--- src/rtl/kdls_pkg.sv ---
// ----------------------------------------------------------------------------
// kdls_pkg: shared types and constants for the key debounce scanner
// Field widths, register reset values, register indexes and lane structs.
// ----------------------------------------------------------------------------
package kdls_pkg;

   localparam int NUM_KEYS_DEFAULT = 4;
   localparam int KEY_LEVELS_W     = 4;   // keys that have an input bit
   localparam int DEB_W            = 8;
   localparam int HOLD_W           = 16;
   localparam int KEY_IDX_W        = 2;
   localparam int CSR_IDX_W        = 2;
   localparam int CSR_DATA_W       = 16;
   localparam int REQ_DATA_W       = 8;
   localparam int RSP_DATA_W       = 8;

   localparam logic [DEB_W-1:0]  RESET_DEBOUNCE  = 8'd3;
   localparam logic [HOLD_W-1:0] RESET_LONGPRESS = 16'd100;

   localparam logic [CSR_IDX_W-1:0] CSR_DEBOUNCE  = 2'd0;
   localparam logic [CSR_IDX_W-1:0] CSR_LONGPRESS = 2'd1;

   // what one lane found on the current item
   typedef struct packed {
      logic fire;
      logic is_long;
   } lane_event_type;

   // merged result of one item
   typedef struct packed {
      logic                 valid;
      logic [KEY_IDX_W-1:0] key;
      logic                 is_long;
   } result_type;

   typedef struct packed {
      logic [DEB_W-1:0]  debounce_count;
      logic [HOLD_W-1:0] longpress_ticks;
   } cfg_type;

endpackage

--- src/rtl/key_debounce_longpress_scanner.sv ---
// ----------------------------------------------------------------------------
// key_debounce_longpress_scanner: debounced key scanner with long-press repeat
// Turns sampled key levels into short-press and repeating long-press events.
// ----------------------------------------------------------------------------
// Usage:
//   req_*  : one item per sample tick, key levels in req_tdata[3:0].
//   rsp_*  : one item back for every tick taken; rsp_tdata carries the
//            event flag and key index, rsp_tuser says whether it is a
//            long-press repeat. A tick without an event returns all zeros.
//   csr_*  : write-only registers, index 0 debounce count, index 1 hold
//            ticks between long-press repeats. Write them while idle.
// A tick's result is registered and shows in the cycle after it is taken.
// Throughput is one item per cycle while rsp_tready is high, set by the
// single output register; key lanes and the priority pick are combinational.
// When the receiver stalls, the output register holds its item and the
// request side stops taking ticks until it drains, so no tick is lost.
// Reset clears every key's stable level, counters and latch, empties the
// output register and loads the register defaults (3 and 100).
// ----------------------------------------------------------------------------
module key_debounce_longpress_scanner #(
   parameter int NUM_KEYS = kdls_pkg::NUM_KEYS_DEFAULT
) (
   input  logic                                clock,
   input  logic                                reset,
   // request channel
   input  logic                                req_tvalid,
   output logic                                req_tready,
   input  logic [kdls_pkg::REQ_DATA_W-1:0]     req_tdata,   // [3:0] key_levels
   // result channel
   output logic                                rsp_tvalid,
   input  logic                                rsp_tready,
   output logic [kdls_pkg::RSP_DATA_W-1:0]     rsp_tdata,   // [0] event_valid,
                                                            // [2:1] event_key
   output logic                                rsp_tuser,   // [0] event_long
   // configuration
   input  logic                                csr_we,
   input  logic [kdls_pkg::CSR_IDX_W-1:0]      csr_index,
   input  logic [kdls_pkg::CSR_DATA_W-1:0]     csr_wdata
);

   localparam int RAW_KEYS = (NUM_KEYS < kdls_pkg::KEY_LEVELS_W) ?
                             NUM_KEYS : kdls_pkg::KEY_LEVELS_W;

   kdls_pkg::cfg_type          cfg_ff, cfg_in;
   logic                       rsp_valid_ff, rsp_valid_in;
   kdls_pkg::result_type       rsp_data_ff, rsp_data_in;

   logic                       req_fire;
   logic [NUM_KEYS-1:0]        raw_keys;
   logic [NUM_KEYS-1:0]        commit_mask;
   logic [NUM_KEYS-1:0]        fire_vec;
   kdls_pkg::lane_event_type   lane_ev [NUM_KEYS];
   kdls_pkg::result_type       merged;

   // ---- configuration registers ----
   always_comb begin
      cfg_in = cfg_ff;
      if (csr_we) begin
         unique case (csr_index)
            kdls_pkg::CSR_DEBOUNCE:
               cfg_in.debounce_count  = csr_wdata[kdls_pkg::DEB_W-1:0];
            kdls_pkg::CSR_LONGPRESS:
               cfg_in.longpress_ticks = csr_wdata[kdls_pkg::HOLD_W-1:0];
            default: ;  // drop writes to unknown indexes
         endcase
      end
   end

   always_ff @(posedge clock) begin
      if (reset) begin
         cfg_ff.debounce_count  <= kdls_pkg::RESET_DEBOUNCE;
         cfg_ff.longpress_ticks <= kdls_pkg::RESET_LONGPRESS;
      end else begin
         cfg_ff <= cfg_in;
      end
   end

   // ---- request side: take a tick whenever the output can move on ----
   assign req_tready = !rsp_valid_ff || rsp_tready;
   assign req_fire   = req_tvalid && req_tready;

   // keys past the input bits read as released
   always_comb begin
      raw_keys = '0;
      raw_keys[RAW_KEYS-1:0] = req_tdata[RAW_KEYS-1:0];
   end

   // ---- one lane per key ----
   for (genvar k = 0; k < NUM_KEYS; k++) begin : g_lane
      kdls_lane u_lane (
         .clock   (clock),
         .reset   (reset),
         .cfg     (cfg_ff),
         .raw     (raw_keys[k]),
         .commit  (req_fire && commit_mask[k]),
         .lane_ev (lane_ev[k])
      );
      assign fire_vec[k] = lane_ev[k].fire;
   end

   // ---- merge: lowest firing key wins, higher keys hold ----
   kdls_merge #(
      .NUM_KEYS (NUM_KEYS)
   ) u_merge (
      .lane_ev     (lane_ev),
      .commit_mask (commit_mask),
      .result      (merged)
   );

   // ---- output register ----
   always_comb begin
      rsp_valid_in = rsp_valid_ff;
      rsp_data_in  = rsp_data_ff;
      if (req_fire) begin
         rsp_valid_in = 1'b1;
         rsp_data_in  = merged;
      end else if (rsp_tready) begin
         rsp_valid_in = 1'b0;
      end
   end

   always_ff @(posedge clock) begin
      if (reset) begin
         rsp_valid_ff <= 1'b0;
      end else begin
         rsp_valid_ff <= rsp_valid_in;
      end
   end

   always_ff @(posedge clock) begin
      rsp_data_ff <= rsp_data_in;
   end

   assign rsp_tvalid = rsp_valid_ff;
   assign rsp_tdata  = {{(kdls_pkg::RSP_DATA_W - kdls_pkg::KEY_IDX_W - 1){1'b0}},
                        rsp_data_ff.key, rsp_data_ff.valid};
   assign rsp_tuser  = rsp_data_ff.is_long;

   // ---- assertions ----
   a_one_winner: assert property (@(posedge clock) disable iff (reset)
      $countones(fire_vec & commit_mask) == (merged.valid ? 1 : 0))
      else $error("merged result does not match exactly one committing lane");

   a_no_take_on_stall: assert property (@(posedge clock) disable iff (reset)
      (rsp_valid_ff && !rsp_tready) |-> !req_fire)
      else $error("tick taken while the output item is stalled");

   a_quiet_result: assert property (@(posedge clock) disable iff (reset)
      (req_fire && !merged.valid) |=> (rsp_valid_ff && rsp_data_ff == '0))
      else $error("tick without event gave a non-zero result");

   a_empty_after_reset: assert property (@(posedge clock)
      $past(reset) |-> !rsp_valid_ff)
      else $error("output register not empty after reset");

endmodule

--- src/rtl/kdls_lane.sv ---
// ----------------------------------------------------------------------------
// kdls_lane: debounce and hold tracking for one key
// Works out the next state and the event of its key on every item; the state
// is written only when the merge stage lets this lane commit.
// ----------------------------------------------------------------------------
module kdls_lane (
   input  logic                      clock,
   input  logic                      reset,
   input  kdls_pkg::cfg_type         cfg,
   input  logic                      raw,
   input  logic                      commit,
   output kdls_pkg::lane_event_type  lane_ev
);

   logic                          stable_ff, stable_in;
   logic                          latched_ff, latched_in;
   logic [kdls_pkg::DEB_W-1:0]    deb_cnt_ff, deb_cnt_in;
   logic [kdls_pkg::HOLD_W-1:0]   hold_cnt_ff, hold_cnt_in;

   logic [kdls_pkg::DEB_W-1:0]    deb_inc;
   logic [kdls_pkg::HOLD_W-1:0]   hold_inc;

   // saturating increments
   assign deb_inc  = (deb_cnt_ff == '1) ? deb_cnt_ff : deb_cnt_ff + 1'b1;
   assign hold_inc = (hold_cnt_ff == '1) ? hold_cnt_ff : hold_cnt_ff + 1'b1;

   always_comb begin
      stable_in   = stable_ff;
      deb_cnt_in  = '0;
      latched_in  = latched_ff;
      hold_cnt_in = hold_cnt_ff;
      lane_ev     = '0;

      if (raw != stable_ff) begin
         if (deb_inc >= cfg.debounce_count) begin
            stable_in = raw;
         end else begin
            deb_cnt_in = deb_inc;
         end
      end

      if (stable_in && !latched_ff) begin
         latched_in   = 1'b1;
         hold_cnt_in  = '0;
         lane_ev.fire = 1'b1;
      end else if (!stable_in && latched_ff) begin
         latched_in  = 1'b0;
         hold_cnt_in = '0;
      end else if (stable_in && latched_ff) begin
         if (hold_inc >= cfg.longpress_ticks) begin
            hold_cnt_in     = '0;
            lane_ev.fire    = 1'b1;
            lane_ev.is_long = 1'b1;
         end else begin
            hold_cnt_in = hold_inc;
         end
      end
   end

   always_ff @(posedge clock) begin
      if (reset) begin
         stable_ff   <= 1'b0;
         latched_ff  <= 1'b0;
         deb_cnt_ff  <= '0;
         hold_cnt_ff <= '0;
      end else if (commit) begin
         stable_ff   <= stable_in;
         latched_ff  <= latched_in;
         deb_cnt_ff  <= deb_cnt_in;
         hold_cnt_ff <= hold_cnt_in;
      end
   end

endmodule

--- src/rtl/kdls_merge.sv ---
// ----------------------------------------------------------------------------
// kdls_merge: priority pick across the key lanes
// The lowest firing key gives the result; lanes above it hold their state.
// ----------------------------------------------------------------------------
module kdls_merge #(
   parameter int NUM_KEYS = kdls_pkg::NUM_KEYS_DEFAULT
) (
   input  kdls_pkg::lane_event_type lane_ev [NUM_KEYS],
   output logic [NUM_KEYS-1:0]      commit_mask,
   output kdls_pkg::result_type     result
);

   always_comb begin
      logic found;
      found       = 1'b0;
      result      = '0;
      commit_mask = '0;
      for (int k = 0; k < NUM_KEYS; k++) begin
         commit_mask[k] = !found;
         if (!found && lane_ev[k].fire) begin
            found          = 1'b1;
            result.valid   = 1'b1;
            result.key     = kdls_pkg::KEY_IDX_W'(k);
            result.is_long = lane_ev[k].is_long;
         end
      end
   end

endmodule

--- config.mk ---
export PLATFORM = sky130hd
export DESIGN_NAME = key_debounce_longpress_scanner
export DESIGN_NICKNAME = d
export VERILOG_FILES = /design/src/rtl/kdls_pkg.sv /design/src/rtl/key_debounce_longpress_scanner.sv /design/src/rtl/kdls_lane.sv /design/src/rtl/kdls_merge.sv
export SDC_FILE = /design/constraint.sdc
export NUM_CORES = 1
export LEC_CHECK = 0
export BUFFER_PORTS_ARGS = -buffer_cell sky130_fd_sc_hd__buf_2
export CAP_MARGIN = 10
export CELL_PAD_IN_SITES_DETAIL_PLACEMENT = 1
export CELL_PAD_IN_SITES_GLOBAL_PLACEMENT = 1
export CORE_UTILIZATION = 30
export DETAILED_ROUTE_END_ITERATION = 16
export GPL_TIMING_DRIVEN = 0
export PLACE_DENSITY = 0.62
export SLEW_MARGIN = 10
export SYNTH_ARGS = -nofsm -noshare
export SYNTH_HDL_FRONTEND = slang
export SYNTH_SLANG_ARGS = --single-unit
--- constraint.sdc ---
create_clock -name clock -period 4.2 [get_ports clock]
set_clock_uncertainty 0.05 [all_clocks]
set_input_delay 0 -clock clock [delete_from_list [all_inputs] [get_ports clock]]
set_output_delay 0 -clock clock [all_outputs]
set_load 0.05 [all_outputs]
==> run summary <==
Layout area overhead -> 43.4%
hold path start -> csr_index[0]
GRT Util Overall -> 20.6%
layout cells sized above 1 -> 35.3%
Gate Count Post-Synth -> 1159
CTS Buf Count -> 17
worst hold-check path type -> primary input to register
pwr dens -> 308 nW/um^2
gpl congestion -> 0.836
Final Critical Period -> 4.38 ns
Final Max Slew Viols -> 0
Fmax -> 0.228 GHz
post-route ant nets -> 0
crit-path max FO -> 7
largest net degree at the start of global routing -> 17
Post-Place Setup Slack -> -0.792 ns
antenna violations before repair -> 1
logic gate share of total power -> 31.0%
slew at the pin closest to its max-slew limit -> 1.04 ns
Fin. Hold Viols -> 0
Switching Share -> 33.9%
FF-to-FF Start -> g_lane[0].u_lane.deb_cnt_ff[1]
synthesized cell area -> 9580 sq um
vias after detailed routing -> 9574
Final setup viols -> 68
CP Launch Point -> g_lane[0].u_lane.deb_cnt_ff[1]
port buffer count -> 31
WL final -> 35300 um
Initial Util -> 30.4%
max_cap viols -> 0
Vias/cell -> 5.35
reg-to-reg setup timing slack -> -0.18 ns
CP cell instances -> ha_4 -> nand2_4 -> nor2_4 -> nand3_4 -> mux2_4 -> ha_4 -> a21o_1 -> a21oi_2 -> o21ai_1 -> o41a_1 -> mux2_4 -> ha_4 -> nor3_2 -> o211ai_1 -> nand2_4 -> buf_6 -> nand3_4 -> or4b_4 -> a21oi_2
Slew headroom -> 30.4%
Crit path buffers/inverters -> 1
Worst-path clk slew -> 0.07 ns
Flop pwr share -> 32.2%
Die Area -> 32600 sq um
Fill cells -> 3584
Psw -> 0.00143 W
DRC viols -> 0
die height -> 181 um
Critical Path Start Type -> register
top cell type's share of synthesized area -> 27.0%
Clock Tree Root -> clkbuf_16
area leader, netlist -> dfxtp_1
CP Capture Type -> register
Worst path slowest cell -> or4b_4
status -> complete, but fails checks
Max Root-Sink Buffers -> 2
Clock Power Share -> 36.7%
H-tree Lvls -> 4
worst-skew pair later-pin latency -> 0.45 ns
ANT cells -> 0
Req. time, crit path -> 4.51 ns
mean post-synth cell area -> 8.26 sq um
# nets final -> 1527
slowest stage delay, CP -> 0.55 ns
CP most frequent cell -> ha_4
CTS Sinks -> 133
final hold slack -> 0.00776 ns
Post-synth top flop -> dfxtp_1
final worst-path cycle share -> 104%
wire per inst -> 19.7 um
number of synthesized flops with an enable pin -> 4
Crit Path Class -> register to register
worst setup margin -> -0.182 ns
Int Power -> 0.00279 W
# IOs -> 42
Max IR drop VDD -> 0.307 mV
leakage power -> 5.58 nW
first-pass GRT wire length -> 52600 um
synth top area cells -> dfxtp_1 27%, ha_1 16%, a21oi_1 5.3%, nand2_1 4.8%, nor2_1 4.2%
drt pass-1 iters -> 4
initial drt markers -> 379
grt total ovfl -> 0
RSZ-0062 raised after global routing -> yes
register area share after synthesis -> 28.2%
FF+latch count, synth -> 133
Detail Placement HPWL -> 23000 um
vias in the first global route -> 9723
arrival time worst endpoint -> 4.70 ns
post-synth cell types -> 71
Core Util, Final -> 43.6%
CTS tree -> yes
Core Footprint -> 31500 sq um
Post-synth ARST share -> 0%
Site Rows -> 65
Die Width -> 181 um
critical path's top delay family -> simple AND/OR/NAND/NOR gates
Synth Warn # -> 0
violated checks -> negative setup slack
-- synth_stat cells (5+ instances only) --
cell,number
buf_6,6
dfxtp_1,129
o21ai_1,5
nand2b_1,12
buf_4,8
buf_2,7
o211ai_1,7
and2_1,10
nand2_1,122
or3_1,8
inv_1,49
xor2_1,15
or4_1,5
a211oi_1,11
nor3_1,14
nor2_1,108
a21oi_1,102
or3b_1,5
a21o_1,10
a31oi_1,17
nand4_1,25
clkbuf_1,20
o21ai_0,44
xnor2_1,46
mux2i_1,14
ha_1,120
and4_1,12
o21a_1,13
mux2_2,13
and3_1,23
nand3_1,58
nor2b_1,8
a22o_1,18
nor3b_1,6
a22oi_1,25
-- layout by cell type, fill, tap and decap left out, drive strengths merged, types with 14 or more instances in the layout --
master and instances:
a21oi 105, a22o 18, a22oi 25, a31oi 19, and3 23, buf 194
clkbuf 36, dfxtp 129, dlygate4sd3 23, ha 120, inv 55, mux2i 14
nand2 122, nand3 59, nand4 26, nor2 108, nor3 16, o21ai 49
xnor2 46, xor2 15
-- path summary, 6_finish.rpt --
| check | endpoint | depth (start not counted) |
|---|---|---|
| worst min-delay path | cfg_ff[23] | 5 |
| worst min register to register | cfg_ff[8] | 2 |
| worst max register to register | g_lane[3].u_lane.deb_cnt_ff[0] | 19 |
| worst max-delay path | g_lane[3].u_lane.deb_cnt_ff[0] | 19 |
-- metrics by stage --
stage | std cells | TNS, ns | total power, W | area [sq um]
after floorplan | 1163 | 0 | 0.00192 | 9620
after global placement | 1596 | -57.03 | 0.00214 | 10300
after detailed placement | 1596 | -60.30 | 0.00215 | 10300
after CTS | 1736 | -7.31 | 0.00405 | 12600
after global routing | 1791 | -16.14 | 0.00440 | 13700
final | 1791 | -4.55 | 0.00423 | 13700
-- cell families (layout without fill, tap and decap cells) --
family,count (synthesis),after routing,synth area share (%)
compound gates,285,285,19.3
simple gates,441,441,23.7
other cells,1,5,0.0392
mux,27,27,2.99
buf+inv,91,317,4.44
fa+ha+maj,120,120,15.7
xor+xnor,61,61,5.58
flops,133,133,28.2
-- power groups by stage --
stage	logic [W]	clock network (W)	registers (W)
2_1_floorplan	0.000516	0	0.00140
3_3_place_gp	0.000757	0	0.00138
3_5_place_dp	0.000770	0	0.00139
4_1_cts	0.00111	0.00158	0.00136
5_1_grt	0.00140	0.00163	0.00137
6_report	0.00131	0.00155	0.00136
-- final cells by class --
type	count	area, sq um	share of cell area (%)
tap	402	503	3.66
clock buffer	18	450	3.28
inverter	49	186	1.36
buffer	39	317	2.31
sequential	133	2790	20.3
clock inverter	14	139	1.01
multi-input combinational	939	7670	55.9
timing repair buffer	197	1680	12.2
-- state kept, by name, indices dropped and copies added, names as in the netlist --
signal	count
rsp_tdata	3
g_lane.u_lane.deb_cnt_ff	32
g_lane.u_lane.stable_ff	4
rsp_tuser	1
g_lane.u_lane.hold_cnt_ff	64
g_lane.u_lane.latched_ff	4
rsp_tvalid	1
cfg_ff	24
-- repair_timing --
action	CTS	global route
pin swaps	86	113
hold buffers	23	0
buffers inserted	81	60
resized for setup	213	185
endpoints found under the setup margin	98	98
gates cloned	6	1
hold endpoints to repair	28	0
-- worst min-delay path, stage by stage --
cell,delay [ns]
buf_2,0.10
nor3b_1,0.13
nor2_1,0.12
a21oi_1,0.05
nor2_1,0.07
-- routing by layer --
metal / global-route usage [%] / vias up / routed length, um / share of wire (%)
met5: 0 / - / 13 / 0.037
met3: 3.21 / 43 / 742 / 2.1
met4: 7.04 / 2 / 685 / 1.9
li1: - / 4669 / - / -
met2: 35.1 / 104 / 17700 / 50
met1: 26.4 / 4756 / 16200 / 46
Power figures use the tool's default switching activity.
